**config.mk**
```make
export PLATFORM = sky130hd
export DESIGN_NAME = ladder_lowpass_4pole_tpt_flat
export DESIGN_NICKNAME = d
export VERILOG_FILES = /design/src/design/ltp_pkg.sv /design/src/design/ltp_if.sv /design/src/design/ladder_lowpass_4pole_tpt.sv /design/src/flat_wrapper.sv
export VERILOG_INCLUDE_DIRS = /design/src /design/src/design
export SDC_FILE = /design/constraint.sdc
export NUM_CORES = 2
export LEC_CHECK = 0
export BUFFER_PORTS_ARGS = -buffer_cell sky130_fd_sc_hd__clkbuf_2
export CAP_MARGIN = 20
export CORE_ASPECT_RATIO = 1.75
export CORE_MARGIN = 2
export CORE_UTILIZATION = 69
export CTS_CLUSTER_DIAMETER = 30
export DETAILED_ROUTE_END_ITERATION = 8
export HOLD_SLACK_MARGIN = 0.03
export PLACE_DENSITY = 0.86
export SYNTH_ARGS = -nofsm -noshare
export SYNTH_HDL_FRONTEND = slang
export SYNTH_SLANG_ARGS = --single-unit
export TNS_END_PERCENT = 50
```
**constraint.sdc**
```tcl
create_clock -name clk -period 9.1 [get_ports clk]
set_input_delay 1.365 -clock clk [delete_from_list [all_inputs] [get_ports clk]]
set_output_delay 1.365 -clock clk [all_outputs]
set_load 0.01 [all_outputs]
```
**src/design/ladder_lowpass_4pole_tpt_assert.svh**
```systemverilog
// Assertion macros for the ladder lowpass block.
// Depends on signals named clk and arst_n in the module that uses them.
`ifndef LADDER_LOWPASS_4POLE_TPT_ASSERT_SVH
`define LADDER_LOWPASS_4POLE_TPT_ASSERT_SVH

// Check that a condition implies another in the same cycle
`define LTP_ASSERT_IMP(lbl, a, c) \
	lbl: assert property (@(posedge clk) disable iff (!arst_n) (a) |-> (c)) \
		else $error("ladder lowpass: same-cycle check failed");

// Check that a condition implies another in the next cycle
`define LTP_ASSERT_NEXT(lbl, a, c) \
	lbl: assert property (@(posedge clk) disable iff (!arst_n) (a) |=> (c)) \
		else $error("ladder lowpass: next-cycle check failed");

`endif

```
**src/design/ltp_pkg.sv**
```systemverilog
// Shared widths, register indexes and saturation helpers for the ladder lowpass.
// No dependencies; used by the channel interfaces and the top level.
package ltp_pkg;

	// field and coefficient formats
	localparam int SAMPLE_WIDTH   = 24;
	localparam int COEF_FRAC_BITS = 18;
	localparam int RES_FRAC_BITS  = 16;
	localparam int REG_W          = 19;
	localparam int MEM_W          = 32;

	// register file
	localparam int NUM_REGS  = 7;
	localparam int CFG_IDX_W = $clog2(NUM_REGS + 1);

	localparam logic [CFG_IDX_W-1:0] REG_STAGE_GAIN   = CFG_IDX_W'(0);
	localparam logic [CFG_IDX_W-1:0] REG_INPUT_SCALE  = CFG_IDX_W'(1);
	localparam logic [CFG_IDX_W-1:0] REG_WEIGHT_ONE   = CFG_IDX_W'(2);
	localparam logic [CFG_IDX_W-1:0] REG_WEIGHT_TWO   = CFG_IDX_W'(3);
	localparam logic [CFG_IDX_W-1:0] REG_WEIGHT_THREE = CFG_IDX_W'(4);
	localparam logic [CFG_IDX_W-1:0] REG_WEIGHT_FOUR  = CFG_IDX_W'(5);
	localparam logic [CFG_IDX_W-1:0] REG_RESONANCE    = CFG_IDX_W'(6);

	localparam logic [REG_W-1:0] RST_STAGE_GAIN  = REG_W'(31000);
	localparam logic [REG_W-1:0] RST_INPUT_SCALE = REG_W'(262144);
	localparam logic [REG_W-1:0] RST_WEIGHT_FOUR = REG_W'(262144);

	// datapath widths
	// multiplicand: widest operand is sample minus resonance term (below 2^39)
	localparam int MUL_A_W = 40;
	localparam int ACC_W   = MUL_A_W + 1;
	localparam int PROD_W  = ACC_W + REG_W;
	localparam int FB_W    = MEM_W + REG_W + 2;
	localparam int FBR_W   = FB_W - COEF_FRAC_BITS + 1;
	localparam int RND_W   = PROD_W - COEF_FRAC_BITS + 1;
	localparam int R16_W   = PROD_W - RES_FRAC_BITS + 1;
	localparam int DIF_W   = MEM_W + 1;
	localparam int CNT_W   = $clog2(REG_W);

	// clamp a wide value to the stage memory range
	function automatic logic signed [MEM_W-1:0] sat_mem(input logic signed [RND_W-1:0] v);
		logic [RND_W-MEM_W:0] top;
		top = v[RND_W-1:MEM_W-1];
		if ((&top) || !(|top))
			return v[MEM_W-1:0];
		else if (v[RND_W-1])
			return {1'b1, {(MEM_W-1){1'b0}}};
		else
			return {1'b0, {(MEM_W-1){1'b1}}};
	endfunction

	// clamp a stage value to the sample range
	function automatic logic signed [SAMPLE_WIDTH-1:0] sat_sample(
		input logic signed [MEM_W-1:0] v
	);
		logic [MEM_W-SAMPLE_WIDTH:0] top;
		top = v[MEM_W-1:SAMPLE_WIDTH-1];
		if ((&top) || !(|top))
			return v[SAMPLE_WIDTH-1:0];
		else if (v[MEM_W-1])
			return {1'b1, {(SAMPLE_WIDTH-1){1'b0}}};
		else
			return {1'b0, {(SAMPLE_WIDTH-1){1'b1}}};
	endfunction

endpackage

```
**src/design/ltp_if.sv**
```systemverilog
// Valid/ready channels of the ladder lowpass: input samples, filtered samples,
// register writes. Depends on ltp_pkg.
interface ltp_in_if;
	import ltp_pkg::*;
	logic                           valid;
	logic                           ready;
	logic signed [SAMPLE_WIDTH-1:0] sample_in;
	modport source(output valid, output sample_in, input ready);
	modport sink(input valid, input sample_in, output ready);
endinterface

interface ltp_out_if;
	import ltp_pkg::*;
	logic                           valid;
	logic                           ready;
	logic signed [SAMPLE_WIDTH-1:0] sample_out;
	modport source(output valid, output sample_out, input ready);
	modport sink(input valid, input sample_out, output ready);
endinterface

interface ltp_cfg_if;
	import ltp_pkg::*;
	logic                 valid;
	logic                 ready;
	logic [CFG_IDX_W-1:0] reg_index;
	logic [REG_W-1:0]     reg_data;
	modport source(output valid, output reg_index, output reg_data, input ready);
	modport sink(input valid, input reg_index, input reg_data, output ready);
endinterface

```
**src/design/ladder_lowpass_4pole_tpt.sv**
```systemverilog
// Channel       | Dir | Payload                       | Beat taken when
// sample_ch     | in  | sample_in, 24 bit signed      | valid & ready
// filtered_ch   | out | sample_out, 24 bit signed     | valid & ready
// cfg_ch        | in  | reg_index 3 bit, reg_data 19  | valid (ready held high)
//
// One serial-parallel multiplier takes one coefficient bit per cycle; every
// sample runs ten products through it (four feedback weights, resonance, input
// scale, four stage gains), each stage gain product followed by stage update in
// S_ADDY and S_ADDS. A new sample is accepted only in idle, once the previous one
// has left the final step; one result is buffered, so an output stall only delays
// the next sample while the previous result is still waiting at the final step.
// Reset loads the register defaults and clears the four stage memories.
// Depends on ltp_pkg, ltp_if and ladder_lowpass_4pole_tpt_assert.svh.
`include "ladder_lowpass_4pole_tpt_assert.svh"

module ladder_lowpass_4pole_tpt (
	input logic        clk,
	input logic        arst_n,
	ltp_in_if.sink     sample_ch,
	ltp_out_if.source  filtered_ch,
	ltp_cfg_if.sink    cfg_ch
);
	import ltp_pkg::*;

	typedef enum logic [2:0] {
		S_IDLE, S_LOAD, S_MUL, S_RND, S_ADDY, S_ADDS, S_OUT
	} state_t;

	typedef enum logic [3:0] {
		OP_FB1, OP_FB2, OP_FB3, OP_FB4, OP_RES, OP_IN,
		OP_ST1, OP_ST2, OP_ST3, OP_ST4
	} op_t;

	state_t state_q;
	op_t    op_q;
	logic [CNT_W-1:0] bit_cnt_q;
	logic             out_valid_q;
	logic signed [SAMPLE_WIDTH-1:0] out_data_q;

	logic [REG_W-1:0]        cfg_q [NUM_REGS];
	logic signed [MEM_W-1:0] mem_q [4];

	logic signed [SAMPLE_WIDTH-1:0] x_q;
	logic signed [MUL_A_W-1:0]      a_q;
	logic [REG_W-1:0]               b_q;
	logic signed [ACC_W-1:0]        acc_q;
	logic [REG_W-1:0]               lo_q;
	logic signed [FB_W-1:0]         fb_q;
	logic signed [MUL_A_W-1:0]      r_q;
	logic signed [MEM_W-1:0]        v_q;
	logic signed [MEM_W-1:0]        y_q;

	logic                      sample_acc;
	logic                      out_load;
	logic                      is_stage;
	logic [1:0]                mem_idx;
	logic signed [MEM_W-1:0]   mem_sel;
	logic signed [MUL_A_W-1:0] opnd;
	logic [REG_W-1:0]          coef;
	logic signed [FBR_W-1:0]   fb_rnd;
	logic signed [ACC_W-1:0]   addend;
	logic signed [ACC_W-1:0]   psum;
	logic signed [PROD_W-1:0]  prod;
	logic signed [RND_W-1:0]   p18;
	logic signed [R16_W-1:0]   p16;

	// handshakes
	assign sample_acc        = sample_ch.valid && sample_ch.ready;
	assign sample_ch.ready   = (state_q == S_IDLE);
	assign cfg_ch.ready      = 1'b1;
	assign filtered_ch.valid = out_valid_q;
	assign filtered_ch.sample_out = out_data_q;

	// pick the stage memory and coefficient for the current product
	assign is_stage = (op_q >= OP_ST1);
	assign mem_idx  = is_stage ? 2'(op_q - OP_ST1) : 2'(op_q - OP_FB1);
	assign mem_sel  = mem_q[mem_idx];
	assign fb_rnd   = FBR_W'($signed(fb_q[FB_W-1:COEF_FRAC_BITS]))
		+ FBR_W'({1'b0, fb_q[COEF_FRAC_BITS-1]});

	always_comb begin
		unique case (op_q)
			OP_FB1, OP_FB2, OP_FB3, OP_FB4: begin
				opnd = MUL_A_W'(mem_sel);
				coef = cfg_q[REG_WEIGHT_ONE + CFG_IDX_W'(mem_idx)];
			end
			OP_RES: begin
				opnd = MUL_A_W'(fb_rnd);
				coef = cfg_q[REG_RESONANCE];
			end
			OP_IN: begin
				opnd = MUL_A_W'(x_q) - r_q;
				coef = cfg_q[REG_INPUT_SCALE];
			end
			OP_ST1, OP_ST2, OP_ST3, OP_ST4: begin
				opnd = MUL_A_W'(DIF_W'(y_q) - DIF_W'(mem_sel));
				coef = cfg_q[REG_STAGE_GAIN];
			end
			default: begin
				opnd = '0;
				coef = '0;
			end
		endcase
	end

	// one multiplier step: add multiplicand on a set coefficient bit, then halve
	assign addend = b_q[0] ? ACC_W'(a_q) : '0;
	assign psum   = acc_q + addend;
	assign prod   = $signed({acc_q, lo_q});

	// round half up at the two scale points
	assign p18 = RND_W'($signed(prod[PROD_W-1:COEF_FRAC_BITS]))
		+ RND_W'({1'b0, prod[COEF_FRAC_BITS-1]});
	assign p16 = R16_W'($signed(prod[PROD_W-1:RES_FRAC_BITS]))
		+ R16_W'({1'b0, prod[RES_FRAC_BITS-1]});

	// load the output register once the previous beat is gone or leaves now
	assign out_load = (state_q == S_OUT) && (!out_valid_q || filtered_ch.ready);

	// sequencer, output register
	always_ff @(posedge clk or negedge arst_n) begin
		if (!arst_n) begin
			state_q     <= S_IDLE;
			op_q        <= OP_FB1;
			bit_cnt_q   <= '0;
			out_valid_q <= 1'b0;
			out_data_q  <= '0;
		end else begin
			// take a fresh result, else drop the beat once it is taken
			if (out_load) begin
				out_valid_q <= 1'b1;
				out_data_q  <= sat_sample(y_q);
			end else if (filtered_ch.valid && filtered_ch.ready) begin
				out_valid_q <= 1'b0;
			end
			unique case (state_q)
				S_IDLE: if (sample_acc) begin
					state_q <= S_LOAD;
					op_q    <= OP_FB1;
				end
				S_LOAD: begin
					bit_cnt_q <= '0;
					state_q   <= S_MUL;
				end
				S_MUL: if (bit_cnt_q == CNT_W'(REG_W - 1)) begin
					bit_cnt_q <= '0;
					state_q   <= S_RND;
				end else begin
					bit_cnt_q <= bit_cnt_q + 1'b1;
				end
				S_RND: if (is_stage) begin
					state_q <= S_ADDY;
				end else begin
					op_q    <= op_t'(op_q + 1'b1);
					state_q <= S_LOAD;
				end
				S_ADDY: state_q <= S_ADDS;
				S_ADDS: if (op_q == OP_ST4) begin
					state_q <= S_OUT;
				end else begin
					op_q    <= op_t'(op_q + 1'b1);
					state_q <= S_LOAD;
				end
				S_OUT: if (out_load) begin
					state_q <= S_IDLE;
				end
				default: state_q <= S_IDLE;
			endcase
		end
	end

	// register file; writes beyond the last register drop
	always_ff @(posedge clk or negedge arst_n) begin
		if (!arst_n) begin
			cfg_q[REG_STAGE_GAIN]   <= RST_STAGE_GAIN;
			cfg_q[REG_INPUT_SCALE]  <= RST_INPUT_SCALE;
			cfg_q[REG_WEIGHT_ONE]   <= '0;
			cfg_q[REG_WEIGHT_TWO]   <= '0;
			cfg_q[REG_WEIGHT_THREE] <= '0;
			cfg_q[REG_WEIGHT_FOUR]  <= RST_WEIGHT_FOUR;
			cfg_q[REG_RESONANCE]    <= '0;
		end else if (cfg_ch.valid && cfg_ch.ready
				&& cfg_ch.reg_index < CFG_IDX_W'(NUM_REGS)) begin
			cfg_q[cfg_ch.reg_index[CFG_IDX_W-1:0]] <= cfg_ch.reg_data;
		end
	end

	// stage memories: update after the second stage add
	always_ff @(posedge clk or negedge arst_n) begin
		if (!arst_n) begin
			for (int i = 0; i < 4; i++)
				mem_q[i] <= '0;
		end else if (state_q == S_ADDS) begin
			mem_q[mem_idx] <= sat_mem(RND_W'(DIF_W'(v_q) + DIF_W'(y_q)));
		end
	end

	// datapath registers
	always_ff @(posedge clk) begin
		if (sample_acc)
			x_q <= sample_ch.sample_in;
		unique case (state_q)
			S_LOAD: begin
				a_q   <= opnd;
				b_q   <= coef;
				acc_q <= '0;
			end
			S_MUL: begin
				acc_q <= {psum[ACC_W-1], psum[ACC_W-1:1]};
				lo_q  <= {psum[0], lo_q[REG_W-1:1]};
				b_q   <= {1'b0, b_q[REG_W-1:1]};
			end
			S_RND: begin
				unique case (op_q)
					OP_FB1:                 fb_q <= FB_W'(prod);
					OP_FB2, OP_FB3, OP_FB4: fb_q <= fb_q + FB_W'(prod);
					OP_RES:                 r_q  <= MUL_A_W'(p16);
					OP_IN:                  y_q  <= sat_mem(p18);
					default:                v_q  <= sat_mem(p18);
				endcase
			end
			S_ADDY: y_q <= sat_mem(RND_W'(DIF_W'(v_q) + DIF_W'(mem_sel)));
			default: ;
		endcase
	end

	// checks
	`LTP_ASSERT_NEXT(a_start_fb, sample_acc, (state_q == S_LOAD && op_q == OP_FB1))
	`LTP_ASSERT_NEXT(a_mul_len, (state_q == S_MUL && bit_cnt_q == CNT_W'(REG_W - 1)), (state_q == S_RND))
	`LTP_ASSERT_IMP(a_out_loaded, (state_q == S_IDLE && $past(state_q) == S_OUT), out_valid_q)
	`LTP_ASSERT_IMP(a_stage_post, (state_q == S_ADDY || state_q == S_ADDS), is_stage)

endmodule
```
**src/flat_wrapper.sv**
```systemverilog
// flat-port wrapper written by rule: the top's interface ports become plain ports
module ladder_lowpass_4pole_tpt_flat import ltp_pkg::*;
  (clk, arst_n, sample_ch_valid, sample_ch_sample_in, sample_ch_ready, filtered_ch_valid, filtered_ch_sample_out, filtered_ch_ready, cfg_ch_valid, cfg_ch_reg_index, cfg_ch_reg_data, cfg_ch_ready);
  ltp_in_if sample_ch_i ();
  ltp_out_if filtered_ch_i ();
  ltp_cfg_if cfg_ch_i ();
  input logic clk;
  input logic arst_n;
  input wire logic [$bits(sample_ch_i.valid)-1:0] sample_ch_valid;
  input wire logic [$bits(sample_ch_i.sample_in)-1:0] sample_ch_sample_in;
  output wire logic [$bits(sample_ch_i.ready)-1:0] sample_ch_ready;
  output wire logic [$bits(filtered_ch_i.valid)-1:0] filtered_ch_valid;
  output wire logic [$bits(filtered_ch_i.sample_out)-1:0] filtered_ch_sample_out;
  input wire logic [$bits(filtered_ch_i.ready)-1:0] filtered_ch_ready;
  input wire logic [$bits(cfg_ch_i.valid)-1:0] cfg_ch_valid;
  input wire logic [$bits(cfg_ch_i.reg_index)-1:0] cfg_ch_reg_index;
  input wire logic [$bits(cfg_ch_i.reg_data)-1:0] cfg_ch_reg_data;
  output wire logic [$bits(cfg_ch_i.ready)-1:0] cfg_ch_ready;
  assign sample_ch_i.valid = sample_ch_valid;
  assign sample_ch_i.sample_in = sample_ch_sample_in;
  assign sample_ch_ready = sample_ch_i.ready;
  assign filtered_ch_valid = filtered_ch_i.valid;
  assign filtered_ch_sample_out = filtered_ch_i.sample_out;
  assign filtered_ch_i.ready = filtered_ch_ready;
  assign cfg_ch_i.valid = cfg_ch_valid;
  assign cfg_ch_i.reg_index = cfg_ch_reg_index;
  assign cfg_ch_i.reg_data = cfg_ch_reg_data;
  assign cfg_ch_ready = cfg_ch_i.ready;
  ladder_lowpass_4pole_tpt u_core (.clk(clk), .arst_n(arst_n), .sample_ch(sample_ch_i), .filtered_ch(filtered_ch_i), .cfg_ch(cfg_ch_i));
endmodule
```
Yosys cells after proc, flatten, opt, wreduce, memory -nomap -nowiden
Cells that the tools add are included.
Widths: inputs -> output; s select.
{"block": "op_classes", "n_lt_le_gt_ge": 7, "add_sub_neg": 13, "bitwise_logic": 4, "eq_ne": 22, "n_reduce_logical": 41, "mux": 44}
{"operator": "$mux 32", "count": 11}
{"operator": "$pmux 40 s4", "count": 1}
{"operator": "$bwmux 133", "count": 1}
{"operator": "$bwmux 128", "count": 1}
{"operator": "$pmux 53 s2", "count": 1}
{"operator": "$pmux 41 s2", "count": 1}
{"operator": "$pmux 19 s4", "count": 1}
{"operator": "$add 32x32->33", "count": 2}
{"operator": "$bmux 32 s2", "count": 1}
{"operator": "$demux 32 s2", "count": 1}
{"operator": "$pmux 32 s2", "count": 1}
{"operator": "$bmux 19 s3", "count": 1}
{"operator": "$demux 19 s3", "count": 1}
{"operator": "$mux 19", "count": 3}
{"operator": "$add 53x53->53", "count": 1}
{"operator": "$mux 24", "count": 2}
{"operator": "$add 42x2->43", "count": 1}
{"operator": "$add 41x41->41", "count": 1}
{"operator": "$mux 41", "count": 1}
{"operator": "$add 40x2->40", "count": 1}
{"operator": "$sub 24x40->40", "count": 1}
{"operator": "$pmux 19 s2", "count": 1}
{"operator": "$add 35x2->36", "count": 1}
{"operator": "$reduce_and 12->1", "count": 3}
{"operator": "other kinds (48)", "count": 91}
{"block": "word_totals", "output_inout_bits": 27, "ff_bits": 598}

Longest topological paths before layout
{"block": "depth", "word_depth": 12, "mapped_depth": 22, "mapped_depth_nobuf": 18}

Least setup slack after synthesis
Ideal clock, no wire load.
{"block": "synth_timing", "path_type": "flip-flop to flip-flop", "startpoint": "register u_core.state_q[0]", "endpoint": "register u_core.acc_q[0], enable pin", "slack_ps": 3218, "period_less_slack_ps": 5882, "n_path_buf": 1, "stages_incl_launch_ff": 5, "arrival_time_ps": 5469, "cell_sequence": "dfrtp_1 -> clkbuf_1 -> nor3b_1 -> nor2_1 -> inv_1"}
{"block": "synth_between", "elab_chain_cells": 2, "word_cells_on_any_way": 3, "classes_between": "eq/ne: 2; reduce/logical: 1"}
{"item": "start: declaration", "line_no": "ladder_lowpass_4pole_tpt.sv:34", "source": "state_t state_q;"}
{"item": "start signal: assignment", "line_no": "ladder_lowpass_4pole_tpt.sv:123", "source": "state_q <= S_IDLE;"}
{"item": "start signal: assignment", "line_no": "ladder_lowpass_4pole_tpt.sv:138", "source": "state_q <= S_LOAD;"}
{"item": "start signal: assignment", "line_no": "ladder_lowpass_4pole_tpt.sv:143", "source": "state_q <= S_MUL;"}
{"item": "$eq 3x1->1 / $eq 3x2->1 (equally long branches)", "line_no": "ladder_lowpass_4pole_tpt.sv:202", "source": "unique case (state_q)"}
{"item": "$reduce_bool 2->1 (no line) *"}
{"item": "end signal: assignment", "line_no": "ladder_lowpass_4pole_tpt.sv:209", "source": "acc_q <= {psum[ACC_W-1], psum[ACC_W-1:1]};"}
{"item": "end: declaration", "line_no": "ladder_lowpass_4pole_tpt.sv:46", "source": "logic signed [ACC_W-1:0] acc_q;"}
Mark *: on every way between the ends. The rest lies on a longest branch, timed or not.
A chain may end at the register's enable or synchronous reset.

Worst setup path in the final report
{"block": "layout_timing", "startpoint": "register u_core.op_q[0]", "endpoint": "register u_core.y_q[10] (data pin)"}
{"block": "layout_between", "elab_chain_cells": 12, "word_cells_on_any_way": 15, "classes_between": "add/sub: 2; order compare: 1; mux: 7; bitwise: 1; reduce/logical: 4"}
{"item": "start: declaration", "line_no": "ladder_lowpass_4pole_tpt.sv:35", "source": "op_t op_q;"}
{"item": "start signal: assignment", "line_no": "ladder_lowpass_4pole_tpt.sv:154", "source": "op_q <= op_t'(op_q + 1'b1);"}
{"item": "start signal: assignment", "line_no": "ladder_lowpass_4pole_tpt.sv:161", "source": "op_q <= op_t'(op_q + 1'b1);"}
{"item": "$ge 4x3->1 / $sub 2x2->2 (equally long branches)", "line_no": "ladder_lowpass_4pole_tpt.sv:75, ladder_lowpass_4pole_tpt.sv:76"}
{"item": "$mux 2 *", "line_no": "ladder_lowpass_4pole_tpt.sv:76", "source": "assign mem_idx = is_stage ? 2'(op_q - OP_ST1) : 2'(op_q - OP_FB1);"}
{"item": "$not 2->3 (implied by the code) *", "line_no": "ladder_lowpass_4pole_tpt.sv:77", "source": "assign mem_sel = mem_q[mem_idx];"}
{"item": "$bmux 32 s2 *", "line_no": "ladder_lowpass_4pole_tpt.sv:77"}
{"item": "$mux 32 (implied by the code) * (2 in a row)", "line_no": "ladder_lowpass_4pole_tpt.sv:77"}
{"item": "$add 32x32->33 *", "line_no": "ladder_lowpass_4pole_tpt.sv:222", "source": "S_ADDY: y_q <= sat_mem(RND_W'(DIF_W'(v_q) + DIF_W'(mem_sel)));"}
{"item": "$reduce_or 12->1", "line_no": "ltp_pkg.sv:44", "source": "if ((&top) || !(|top))"}
{"item": "$logic_not 1->1", "line_no": "ltp_pkg.sv:44"}
{"item": "$logic_or 1x1->1", "line_no": "ltp_pkg.sv:44"}
{"item": "$mux 32 *", "line_no": "ltp_pkg.sv:44"}
{"item": "$pmux 32 s2 *", "line_no": "ladder_lowpass_4pole_tpt.sv:202"}
{"item": "end signal: assignment", "line_no": "ladder_lowpass_4pole_tpt.sv:218", "source": "OP_IN: y_q <= sat_mem(p18);"}
{"item": "end signal: assignment", "line_no": "ladder_lowpass_4pole_tpt.sv:222"}
{"item": "end: declaration", "line_no": "ladder_lowpass_4pole_tpt.sv:51", "source": "logic signed [MEM_W-1:0] y_q;"}
Mark *: on every way between the ends. The rest lies on a longest branch, timed or not. The select of a mux whose other input is x is not followed.

==> impl_metrics.ini <==
[status]
status = completed

[drt]
via_per_inst = 6.95
vias = 33060
wl_um = 116000
wire_per_inst_um = 24.4
drt-pass1-iter-count = 9
drtIter0Drc = 3640
postRouteAntennaNets = 0
drc_errors = 0

[timing]
slew_viol_final = 0
finClkSkew_ps = 49.7
tns_ps = 0
fin_crit_sh_pct = 73.2
hold_viol_final = 0
tightest_slew_ps = 1120
worst_slew_margin_rel_pct = 25.6
rsz0062_at_grt = no
min_period_ps = 6660
max_freq_ghz = 0.150
setup_violations = 0

[global_route]
grt_pass1_vias = 33602
grt_max_degree = 163
overflow = 0
grt_antenna_before_repair = 1
grt_usage_pct = 39.7
grt_pass1_wl_um = 180000

[floorplanning]
start_util_pct = 69.5
core_area_um2 = 56100
die_h_um = 319
die_x_um = 184
die_area_um2 = 58500
rows = 115
ios = 78

[synthesis]
async_flop_share_pct = 49.9
syn_area_um2 = 39000
synth-seq-cells = 597
yosysWarnings = 0
seq_area_frac_synth_pct = 42.2
synth_edf_count = 299
netlist_instances = 3951
synth_nets = 4248
syn_avg_cell_area_um2 = 9.87
synthFlopType = edfxtp_1
yosysUniqueCellTypes = 90

[worst_setup_path]
path_max_fanout = 27
crit_arrival_ps = 7140
worstSetupPathType = reg2reg
cp.required_ps = 9570
cp-end-kind = flip-flop
start_kind = flip-flop

[power]
p_leak_nw = 18.0
power_density_nw_per_um2 = 331
ir_drop_mv = 0.214
p_total_mw = 14.4

[layout]
multiInputGateArea_um2 = 21300
nFillCells = 3616
syn_to_final_growth_pct = 11.1
seqCellArea_um2 = 16500
post_route_cells_drive_above_1_share_pct = 13.3
nNetsFinal = 4269
fin_cells = 4754

[clock_tree]
cts.sinks = 597
cts_resized = 0
htreeDepth = 3
postCtsSetupRepairBufs = 0
hold_buffers = 0
numCtsBuffers = 92
clock_path_buffers = 3
cts_root_buffer = clkbuf_16
clk_pin_slew_ps = 60
insertion_delay_ps = 700
tritoncts = done

[place]
place.gp.congestion = 0.967
detailed_place_hpwl_um = 80600
port_buffers = 76
dp_cells = 4577

[flow_run]
cap_violations = 0

[min_path]
min_path_type = reg2reg
sequential cells by signal, summed over array words and instances, names as in the netlist, 5 cells and up:
| signal | cells |
|---|---|
| u_core.v_q | 32 |
| u_core.lo_q | 19 |
| u_core.bit_cnt_q | 5 |
| u_core.mem_q | 128 |
| u_core.cfg_q | 133 |
| u_core.y_q | 32 |
| u_core.b_q | 19 |
| u_core.x_q | 24 |
| u_core.a_q | 40 |
| u_core.r_q | 40 |
| u_core.fb_q | 53 |
| u_core.filtered_ch.sample_out | 24 |
| u_core.acc_q | 40 |
metrics by stage:
stage	setup slack, ps	cell area [um^2]	hold WS [ps]	util, %
6_report	2440	43400	477	77.3
5_1_grt	2120	43400	486	77.3
4_1_cts	2170	43300	477	77.1
3_5_place_dp	2280	40000	467	71.2
3_3_place_gp	2420	40000	456	71.2
2_1_floorplan	3220	39000	443	-
layout by cell type, fill, tap and decap left out, types with 39 or more instances in the layout:
cell / n
nand2_1: 401
o21ai_0: 346
a21oi_1: 300
edfxtp_1: 299
dfrtp_1: 288
ha_1: 240
nor2_1: 228
xnor2_1: 172
inv_1: 170
mux2_2: 142
a21o_1: 121
xor2_1: 118
clkbuf_16: 92
nand3_1: 89
clkbuf_2: 75
nand4_1: 67
and2_1: 51
mux4_2: 51
o21a_1: 49
nor3_1: 47
nand2b_1: 44
buf_4: 39
critical path: stages, from the launching register on:
cell and delay [ps]:
dfrtp_4 680, inv_1 270, ha_1 350, a21oi_1 160
o21ai_4 840, mux4_2 420, ha_1 210, inv_1 70
fa_1 400, nand3b_1 200, a31oi_1 300, a311o_1 350
a21oi_1 170, o21ai_0 670, nand3_1 200, a31o_2 330
o21a_1 310, buf_16 220, a221oi_1 290
path summary, 6_finish.rpt:
kind / start / slack, ps / end / depth (start not counted)
setup / recovery: u_core.op_q[0] / 2440 / u_core.y_q[10] / 18
hold / removal: u_core.mem_q[53] / 480 / u_core.mem_q[53] / 2
setup reg to reg: u_core.op_q[0] / 2440 / u_core.y_q[10] / 18
hold reg to reg: u_core.mem_q[53] / 480 / u_core.mem_q[53] / 2
max in group asynchronous: arst_n / 6830 / u_core.mem_q[123] / 2
min in group asynchronous: arst_n / 800 / u_core.cfg_q[7] / 1
area by class of cell:
class | instances | share of cell area (%)
Multi-Input combinational cell | 2990 | 49.1
Sequential cell | 597 | 37.9
Clock buffer | 95 | 5.36
Clock inverter | 78 | 2.25
Tap cell | 702 | 2.03
Timing Repair Buffer | 120 | 1.84
Inverter | 171 | 1.48
Antenna cell | 1 | 0.00577
metal layers:
metal  track usage (%)  vias to the layer above  routed length, um
met5                 0                        -                  0
met2              66.6                     1892              57200
met3              7.63                      537              10200
li1                  -                    14684                  -
met4              26.3                        0               8060
met1              45.9                    15947              40400
power breakdown:
group	internal (mW)	switching (mW)
clock	2.16	1.55
sequential	3.82	0.724
combinational	2.29	3.81
synth_stat cells, drive strengths merged, types with 10 or more instances:
library cell / number / area share, %
a211oi: 27 / 0.52
a21boi: 32 / 0.62
a21o: 121 / 2.3
a21oi: 300 / 3.8
a221oi: 37 / 0.86
a222oi: 38 / 0.98
a22o: 18 / 0.40
a31oi: 31 / 0.50
and2: 54 / 0.87
and3: 29 / 0.47
and4: 11 / 0.25
buf: 37 / 0.47
clkbuf: 156 / 1.5
dfrtp: 289 / 19
edfxtp: 299 / 23
ha: 240 / 7.7
inv: 171 / 1.6
mux2: 142 / 4.1
mux2i: 12 / 0.31
mux4: 51 / 2.9
nand2: 401 / 3.9
nand2b: 44 / 0.71
nand3: 90 / 1.2
nand4: 67 / 1.1
nor2: 231 / 2.2
nor2b: 26 / 0.42
nor3: 52 / 0.71
nor3b: 10 / 0.19
nor4: 16 / 0.35
o211ai: 16 / 0.31
o21a: 49 / 0.94
o21ai: 351 / 4.5
o21bai: 30 / 0.58
o221ai: 15 / 0.34
o31ai: 16 / 0.32
or3: 15 / 0.24
xnor2: 172 / 3.9
xor2: 118 / 2.6
cells by family (layout without fill, tap and decap cells):
| logic type | after synthesis | count (layout) | synth area share, % |
|---|---|---|---|
| fa+ha+maj | 246 | 246 | 8.01 |
| other cells | 1 | 2 | 0.00961 |
| xor+xnor | 290 | 290 | 6.51 |
| mux | 205 | 205 | 7.35 |
| compound gates | 1170 | 1170 | 19.1 |
| simple gates | 1078 | 1078 | 13.2 |
| flops | 597 | 597 | 42.2 |
| buf+inv | 364 | 464 | 3.62 |
Power figures use the tool's default switching activity.
